### config.mk
export PLATFORM = sky130hd
export DESIGN_NAME = bracket_balance_checker_unit
export DESIGN_NICKNAME = d
export VERILOG_FILES = /design/src/rtl/bbc_pkg.sv /design/src/rtl/bbc_cell.sv /design/src/rtl/bracket_balance_checker_unit.sv
export SDC_FILE = /design/constraint.sdc
export NUM_CORES = 1
export LEC_CHECK = 0
export ABC_AREA = 1
export CAP_MARGIN = 40
export CELL_PAD_IN_SITES_DETAIL_PLACEMENT = 1
export CELL_PAD_IN_SITES_GLOBAL_PLACEMENT = 2
export CORE_MARGIN = 8
export CORE_UTILIZATION = 41
export DETAILED_ROUTE_END_ITERATION = 12
export DONT_BUFFER_PORTS = 1
export GPL_TIMING_DRIVEN = 0
export PLACE_DENSITY_LB_ADDON = 0.2
export SYNTH_ARGS = -nofsm -noshare
export SYNTH_HDL_FRONTEND = slang
export SYNTH_SLANG_ARGS = --single-unit
export TNS_END_PERCENT = 1
### constraint.sdc
create_clock -name clk -period 10.14 [get_ports clk]
set_input_delay 0.507 -clock clk [delete_from_list [all_inputs] [get_ports clk]]
set_output_delay 0.507 -clock clk [all_outputs]
set_load 0.01 [all_outputs]
### src/rtl/bbc_pkg.sv
// ----------------------------------------------------------------------------
// bbc_pkg
// shared types, verdict codes and byte classification for the bracket checker
// ----------------------------------------------------------------------------
package bbc_pkg;

  typedef logic [1:0] kind_t;
  typedef logic [2:0] verdict_t;

  localparam kind_t KIND_ROUND  = 2'd0;
  localparam kind_t KIND_SQUARE = 2'd1;
  localparam kind_t KIND_CURLY  = 2'd2;

  localparam verdict_t VERDICT_OK        = 3'd0;
  localparam verdict_t VERDICT_BAD_CLOSE = 3'd1;
  localparam verdict_t VERDICT_INVALID   = 3'd2;
  localparam verdict_t VERDICT_UNCLOSED  = 3'd3;
  localparam verdict_t VERDICT_OVERFLOW  = 3'd4;

  localparam logic [7:0] CHAR_OPEN_ROUND   = 8'h28;
  localparam logic [7:0] CHAR_CLOSE_ROUND  = 8'h29;
  localparam logic [7:0] CHAR_OPEN_SQUARE  = 8'h5b;
  localparam logic [7:0] CHAR_CLOSE_SQUARE = 8'h5d;
  localparam logic [7:0] CHAR_OPEN_CURLY   = 8'h7b;
  localparam logic [7:0] CHAR_CLOSE_CURLY  = 8'h7d;

  typedef struct packed {
    logic  is_open;
    logic  is_close;
    kind_t kind;
  } char_class_t;

  typedef struct packed {
    logic push;
    logic pop;
  } cell_ctl_t;

  function automatic char_class_t classify(input logic [7:0] ch);
    char_class_t c;
    c = '{is_open: 1'b0, is_close: 1'b0, kind: KIND_ROUND};
    case (ch)
      CHAR_OPEN_ROUND: begin
        c.is_open = 1'b1;
        c.kind    = KIND_ROUND;
      end
      CHAR_CLOSE_ROUND: begin
        c.is_close = 1'b1;
        c.kind     = KIND_ROUND;
      end
      CHAR_OPEN_SQUARE: begin
        c.is_open = 1'b1;
        c.kind    = KIND_SQUARE;
      end
      CHAR_CLOSE_SQUARE: begin
        c.is_close = 1'b1;
        c.kind     = KIND_SQUARE;
      end
      CHAR_OPEN_CURLY: begin
        c.is_open = 1'b1;
        c.kind    = KIND_CURLY;
      end
      CHAR_CLOSE_CURLY: begin
        c.is_close = 1'b1;
        c.kind     = KIND_CURLY;
      end
      default: begin
        c.is_open  = 1'b0;
        c.is_close = 1'b0;
      end
    endcase
    return c;
  endfunction

endpackage

### src/rtl/bbc_cell.sv
// ----------------------------------------------------------------------------
// bbc_cell
// one stack slot of the shifting bracket stack
// ----------------------------------------------------------------------------
module bbc_cell
  import bbc_pkg::*;
(
  input  logic      clk,
  input  cell_ctl_t ctl,
  input  kind_t     up_kind,
  input  kind_t     dn_kind,
  output kind_t     kind
);

  kind_t kind_r;
  kind_t kind_nxt;

  always_comb begin
    kind_nxt = kind_r;
    if (ctl.push) begin
      kind_nxt = up_kind;
    end else if (ctl.pop) begin
      kind_nxt = dn_kind;
    end
  end

  always_ff @(posedge clk) begin
    kind_r <= kind_nxt;
  end

  assign kind = kind_r;

endmodule

### src/rtl/bracket_balance_checker_unit.sv
// ----------------------------------------------------------------------------
// bracket_balance_checker_unit
// checks a byte stream for balanced (), [] and {} brackets
// ----------------------------------------------------------------------------
// Takes one text byte per cycle, back to back, and answers each end-of-text
// transaction with one verdict in the next cycle through an output register.
// The bracket stack is a row of STACK_DEPTH shifting cells with the top in
// the first cell, so a push or pop is a single shift of the cells; the
// per-byte work is one top-of-stack compare and a depth update.
// The first error of a text is held and later bytes are ignored until the
// end transaction, which clears the depth and error for the next text.
// Input is held off only while a verdict waits and the output is stalled.
module bracket_balance_checker_unit
  import bbc_pkg::*;
#(
  parameter int STACK_DEPTH = 64
) (
  input  logic       clk,
  input  logic       rst_n,
  input  logic       in_valid,
  output logic       in_ready,
  input  logic [7:0] in_text_byte,
  input  logic       in_end_of_text,
  output logic       out_valid,
  input  logic       out_ready,
  output logic [2:0] out_verdict
);

  localparam int CNT_W = $clog2(STACK_DEPTH + 1);
  localparam logic [CNT_W-1:0] CNT_FULL = CNT_W'(STACK_DEPTH);
  localparam logic [CNT_W-1:0] CNT_ONE  = CNT_W'(1);

  logic [CNT_W-1:0] count_r, count_nxt;
  verdict_t         err_r, err_nxt;
  logic             out_valid_r, out_valid_nxt;
  verdict_t         out_verdict_r, out_verdict_nxt;

  logic        accept;
  char_class_t cls;
  cell_ctl_t   ctl;
  kind_t       kind_w [STACK_DEPTH];

  assign in_ready = !out_valid_r || out_ready;
  assign accept   = in_valid && in_ready;
  assign cls      = classify(in_text_byte);

  always_comb begin
    count_nxt       = count_r;
    err_nxt         = err_r;
    ctl             = '{push: 1'b0, pop: 1'b0};
    out_valid_nxt   = out_valid_r && !out_ready;
    out_verdict_nxt = out_verdict_r;
    if (accept) begin
      if (in_end_of_text) begin
        out_valid_nxt = 1'b1;
        if (err_r != VERDICT_OK) begin
          out_verdict_nxt = err_r;
        end else if (count_r != '0) begin
          out_verdict_nxt = VERDICT_UNCLOSED;
        end else begin
          out_verdict_nxt = VERDICT_OK;
        end
        count_nxt = '0;
        err_nxt   = VERDICT_OK;
      end else if (err_r == VERDICT_OK) begin
        if (cls.is_open) begin
          if (count_r == CNT_FULL) begin
            err_nxt = VERDICT_OVERFLOW;
          end else begin
            ctl.push  = 1'b1;
            count_nxt = count_r + CNT_ONE;
          end
        end else if (cls.is_close) begin
          if (count_r == '0 || kind_w[0] != cls.kind) begin
            err_nxt = VERDICT_BAD_CLOSE;
          end else begin
            ctl.pop   = 1'b1;
            count_nxt = count_r - CNT_ONE;
          end
        end else begin
          err_nxt = VERDICT_INVALID;
        end
      end
    end
  end

  always_ff @(posedge clk) begin
    if (!rst_n) begin
      count_r     <= '0;
      err_r       <= VERDICT_OK;
      out_valid_r <= 1'b0;
    end else begin
      count_r     <= count_nxt;
      err_r       <= err_nxt;
      out_valid_r <= out_valid_nxt;
    end
  end

  always_ff @(posedge clk) begin
    out_verdict_r <= out_verdict_nxt;
  end

  for (genvar i = 0; i < STACK_DEPTH; i++) begin : g_cell
    kind_t up_kind;
    kind_t dn_kind;
    if (i == 0) begin : g_top
      assign up_kind = cls.kind;
    end else begin : g_mid
      assign up_kind = kind_w[i-1];
    end
    if (i == STACK_DEPTH - 1) begin : g_bottom
      assign dn_kind = kind_w[i];
    end else begin : g_rest
      assign dn_kind = kind_w[i+1];
    end
    bbc_cell u_cell (
      .clk     (clk),
      .ctl     (ctl),
      .up_kind (up_kind),
      .dn_kind (dn_kind),
      .kind    (kind_w[i])
    );
  end

  assign out_valid   = out_valid_r;
  assign out_verdict = out_verdict_r;

endmodule
==> metrics.cfg, run 1 <==
[detailed_routing]
wire_per_inst_microns=14.7
firstDrtPassIters=4
drtAntennaViolNets=0
via_per_inst=4.86
vias=4706
drt_iter0_markers=243
wl_microns=14200
drc=0

[final_layout]
stdcell_count=968
diodes=0
nets=758
drive_above_1_share_pct=9.97
post-route-util_pct=47.7
areaGrowthSynthToFinish_pct=14.4

[critical_path]
r2r_cells=10
critical_path_cell_count=10
end_kind=register
slowest_delay_ns=0.60
path_class=reg2reg
path_cells=inv_1 > nand2_1 > nor3_1 > nand2_1 > nand2_1 > inv_1 > nand4_1 > a21oi_4 > buf_16 > buf_12
slowest_stage=a21oi_4
setup.worst_path.start_class=register
critPathRequiredTime_ns=10.26
cp_top_family=buffers and inverters
crit_path_frequent_cell=nand2_1
reg2reg_setup_slack_ns=7.73
path_buf_inv=4
cp_max_fo=28
critPathArrivalTime_ns=2.53

[power_and_ir_drop]
irDropWorstVdd_uv=100
powerDensity_mw_per_mm2=170
leakage_nw=3.20

[clock_tree]
clockBufferDepth=2
cts_tree=built
cts_sinks=142
cts_buffers=17
htreeDepth=4
clkLatencyLatePin_ns=0.42
cts_resized=0
cts_hold_buf=0
cts_root_buf=clkbuf_16
clkTransAtPathRegs_ns=0.06
post-cts-setup-buffers=0

[global_route]
grt_pass1_wl_microns=24300
antenna_found_initial=0
grt_pass1_vias=5023
gr-total-overflow=0
grt_max_degree=29
grt_use_total_pct=15.1

[synthesis]
synth_top_area_share_pct=59.5
synthTopCellsByArea=edfxtp_1, nand2_1, dfxtp_1
synth_seq_area_share_pct=62.9
syn_avg_cell_area_sq_um=9.24
synth_seq_cells=142
synthesis.nets=734
synth_cell_types=26
syn_area_sq_mm=0.00661
ys_warn_count=0
synth_cells=715
synth_top_cell_by_area=edfxtp_1

[job]
max_cap_violations=0

[timing]
finalSetupViolations=0
clock.fmax_mhz=415
worstMarginPinSlew_ns=0.676
max_slew_margin_pct=54.9
min_period_ns=2.41
hold_violations=0
report.final.slew_viol_count=0
rsz0062_at_grt=false
skew_ns=0.0112
finalCritPeriodShare_pct=23.7

[placed_design]
gp_congestion=0.796
port_buffers=0
place_inst=936
dp_hpwl_microns=9910

[min_path]
whs_path_depth=2
hold_class=in2reg

[floorplan]
fp.coreArea_sq_mm=0.0158
die_h_microns=143
initial_utilization_pct=41.7
dieArea_sq_mm=0.0204
rows=46
ioPinCount=18
die_x_microns=143

[status]
status=finished, final reports clean

[power by group]
| group | switching, mW | leakage (nW) | internal, mW | total (mW) |
|---|---|---|---|---|
| Clock | 0.237 | 0.274 | 0.361 | 0.597 |
| Combinational | 0.0306 | 1.65 | 0.0162 | 0.0469 |
| Sequential | 0.00401 | 1.27 | 0.636 | 0.640 |
| Total | 0.272 | 3.20 | 1.01 | 1.28 |
[per-layer routing]
layer	GRT usage (%)	wire [microns]	vias up
met2	25.3	6990	48
met4	6.04	240	0
met5	0	0	-
li1	-	-	2361
met3	4.01	469	21
met1	18.2	6510	2276
[final cells by class]
class,count,area [sq um]
Tap cell,216,270
Clock inverter,11,118
Inverter,43,161
Clock buffer,21,440
Buffer,32,195
Fill cell,1816,8270
Timing Repair Buffer,5,110
Multi-Input combinational cell,498,2110
Sequential cell,142,4150
[placed cells by master (no fill, tap or decap), types with 5 or more instances in the layout]
cell,instances
nand3_1,15
dfxtp_1,11
o21ai_0,33
ha_1,5
edfxtp_1,131
nand2_1,370
inv_1,41
clkbuf_1,12
buf_2,18
clkbuf_16,17
nand2_2,12
a21oi_1,13
nor2_1,31
[state kept, by name, summed over array words and instances (netlist names)]
| register | cells |
|---|---|
| count_r | 7 |
| err_r | 3 |
| g_cell.u_cell.kind | 128 |
| out_valid | 1 |
| out_verdict | 3 |
[through the flow]
| step | hold slack, ns | power [mW] | setup WS [ns] | TNS (ns) | instance area, sq um |
|---|---|---|---|---|---|
| finish | 0.240 | 1.28 | 7.73 | 0 | 7560 |
| global route | 0.245 | 1.33 | 7.50 | 0 | 7560 |
| CTS | 0.215 | 1.30 | 7.67 | 0 | 7560 |
| detailed placement | 0.443 | 0.700 | 7.31 | 0 | 7000 |
| global placement | 0.436 | 0.698 | -0.333 | -41.40 | 6880 |
| floorplan | 0.427 | 0.688 | 2.25 | 0 | 6610 |
[worst register-to-register path: cells and delay by family (launching register included)]
kind                   cells  cell delay, ns
buffers and inverters      4            0.61
AOI/OAI and AO/OA          1            0.60
and+or+nand+nor            5            0.46
DFF                        1            0.42
[final timing paths]
path                                           startpoint                         to
worst max-delay path                           count_r[0]  g_cell[35].u_cell.kind[1]
worst min-delay path                                rst_n                   err_r[0]
worst max register to register                 count_r[0]  g_cell[35].u_cell.kind[1]
worst min register to register  g_cell[62].u_cell.kind[0]  g_cell[63].u_cell.kind[0]
[cells in the mapped netlist]
cell type    n
nand2_1    370
edfxtp_1   131
inv_1       41
o21ai_0     33
nor2_1      31
buf_2       18
nand3_1     15
a21oi_1     14
nand2_2     12
dfxtp_1     11
clkbuf_1     8
ha_1         5
buf_6        4
nand4_1      4
nor3_1       3
buf_8        2
inv_2        2
nand3b_1     2
nor2_4       2
a21o_1       1
a31oi_1      1
fa_1         1
nand3b_2     1
nor2_2       1
o21a_1       1
or2_2        1
[cells by family after synthesis]
kind of cell               synth area share (%)
DFF                                        62.9
AOI/OAI and AO/OA                          3.88
adders and majority gates                  1.25
and+or+nand+nor                            26.6
buffers and inverters                      5.40
Note: power is estimated with default switching activity, not from simulation.
==> inputs of run 2 (changes only) <==
==> constraint.sdc (replaced) <==
create_clock -name clk -period 2.26 [get_ports clk]
set_input_delay 0.113 -clock clk [delete_from_list [all_inputs] [get_ports clk]]
set_output_delay 0.113 -clock clk [all_outputs]
set_load 0.01 [all_outputs]
==> run 2 against run 1 <==
  * Clock skew grew 0.0051 ns
  * Clock power grew to 4.7 times the previous value
  * Routed wire length grew 1.5%
  * Sequential cell count is the same
  * Setup slack lost 7.5 ns
  * Critical path type unchanged
  * Largest cell class unchanged
==> metrics.cfg, run 2 (same netlist as run 1, synthesis figures left out) <==
[status]
status=finished, final reports clean

[min_path]
whs_endpoint=out_valid
whs_path_depth=4  ; +2
min_from=in_valid
hold_class=in2reg

[critical_path]
cp_max_fo=10  ; -64%
setup.worst_path.start_class=register
slowest_stage=clkbuf_1
r2r_end=g_cell[11].u_cell.kind[0]
cp_top_family=simple AND/OR/NAND/NOR gates
cp-startpoint=count_r[4]
rr_startpoint=count_r[4]
slowest_delay_ns=0.38  ; -0.22 ns
path_cells=nor2_1 > nand2_1 > nor3_1 > nand3b_2 > nor2_4 > inv_2 > clkbuf_1 > o21ai_0
end_kind=register
path_class=reg2reg
critPathRequiredTime_ns=2.41  ; -7.85 ns
path_buf_inv=2  ; -2
critPathArrivalTime_ns=2.20  ; -0.33 ns
reg2reg_setup_slack_ns=0.20  ; -7.53 ns
r2r_cells=8  ; -2

[timing]
hold_violations=0  ; unchanged
min_period_ns=2.06  ; -0.351 ns
rsz0062_at_grt=false
clock.fmax_mhz=486  ; +17%
skew_ns=0.0164  ; +0.00514 ns
finalCritPeriodShare_pct=91.0  ; +67 points
finalSetupViolations=0  ; unchanged
max_slew_margin_pct=66.4  ; +12 points
worstMarginPinSlew_ns=0.503  ; -0.172 ns
report.final.slew_viol_count=0  ; unchanged

[global_route]
grt_max_degree=29  ; unchanged
grt_pass1_wl_microns=24600  ; +1.2%
antenna_found_initial=0  ; unchanged
gr-total-overflow=0  ; unchanged
grt_use_total_pct=15.3  ; +0.13 points
grt_pass1_vias=5108  ; +1.7%

[clock_tree]
cts_sinks=142  ; unchanged
clkTransAtPathRegs_ns=0.06  ; about the same
cts_tree=built
cts_buffers=17  ; unchanged
htreeDepth=4  ; unchanged
clockBufferDepth=2  ; unchanged
cts_root_buf=clkbuf_16
cts_resized=0  ; unchanged
clkLatencyLatePin_ns=0.43  ; about the same

[power_and_ir_drop]
irDropWorstVdd_uv=559  ; +460%
powerDensity_mw_per_mm2=770  ; +350%
leakage_nw=3.23  ; +1.1%
power.total_mw=5.89  ; +360%

[placed_design]
dp_hpwl_microns=9920  ; about the same
place_inst=936  ; unchanged
gp_congestion=0.793  ; -0.48%
port_buffers=0  ; unchanged

[detailed_routing]
wl_microns=14400  ; +1.5%
drt_iter0_markers=233  ; -4.1%
drc=0  ; unchanged
wire_per_inst_microns=14.9  ; +1.2%
vias=4742  ; +0.76%
via_per_inst=4.88  ; +0.45%
drtAntennaViolNets=0  ; unchanged
firstDrtPassIters=5  ; +1

[floorplan]
ioPinCount=18  ; unchanged
fp.coreArea_sq_mm=0.0158  ; unchanged
die_x_microns=143  ; unchanged
initial_utilization_pct=41.7  ; unchanged
die_h_microns=143  ; unchanged
rows=46  ; unchanged
dieArea_sq_mm=0.0204  ; unchanged

[final_layout]
drive_above_1_share_pct=11.7  ; +1.7 points
final_common_cell=nand2_1
diodes=0  ; unchanged
final_cell_mix=nand2_1, edfxtp_1, inv_1
stdcell_count=971  ; +0.31%
largest_reg_flops=128  ; unchanged
areaGrowthSynthToFinish_pct=15.8
nets=761  ; +0.40%

[job]
max_cap_violations=0  ; unchanged

[run 2: worst reg2reg max path: stages (launching register included)]
cell	delay [ns]
dfxtp_1	0.33
nor2_1	0.17
nand2_1	0.07
nor3_1	0.21
nand3b_2	0.24
nor2_4	0.05
inv_2	0.15
clkbuf_1	0.38
o21ai_0	0.17
[run 2: how the worst max path moves through the flow]
stage	depth (start not counted)	endpoint	slack (ns)
final	8	g_cell[11].u_cell.kind[0]	0.20
after global routing	8	g_cell[11].u_cell.kind[0]	0.02
after CTS	8	g_cell[11].u_cell.kind[0]	0.16
after detailed placement	10	g_cell[51].u_cell.kind[1]	-0.05
after global placement	8	g_cell[50].u_cell.kind[1]	-2.10
after floorplan	8	g_cell[0].u_cell.kind[0]	-1.11
[run 2: metrics by stage]
stage	hold slack [ns]	util [%]	TNS (ns)	setup slack [ns]	cell area, sq um
after global routing	0.0842	48.3	0	0.0189	7650
after floorplan	0.251	-	-139.42	-1.11	6630
after detailed placement	0.288	44.4	-3.53	-0.0547	7020
after CTS	0.0160	48.3	0	0.162	7650
final	0.0226	48.3	0	0.203	7650
after global placement	0.278	43.6	-264.23	-2.10	6900
[run 2: repair_timing]
item                                   CTS  global route
hold buffers                             1             0
setup endpoints to repair               81             0
buffers inserted                         2             0
endpoints found under the hold margin    1             0
[run 2: metal layers]
metal	wire, microns	share of wire [%]	GRT usage, %
met5	0	0	0
met4	138	0.96	4.53
met3	359	2.5	4.34
met2	7200	50	25.8
met1	6740	47	18.5
[run 2: area by class of cell]
class                      count  area, sq um
fill                        1806         8180
sequential                   142         4160
multi-input combinational    498         2110
clock buffer                  19          453
tap                          216          270
buffer                        32          195
inverter                      43          161
timing repair buffer           8          160
clock inverter                13          138
[run 2: power by group]
part           leakage, nW  switching, mW  internal [mW]
registers             1.27         0.0183           2.85
logic                 1.68          0.139         0.0750
clock network        0.286           1.12           1.69
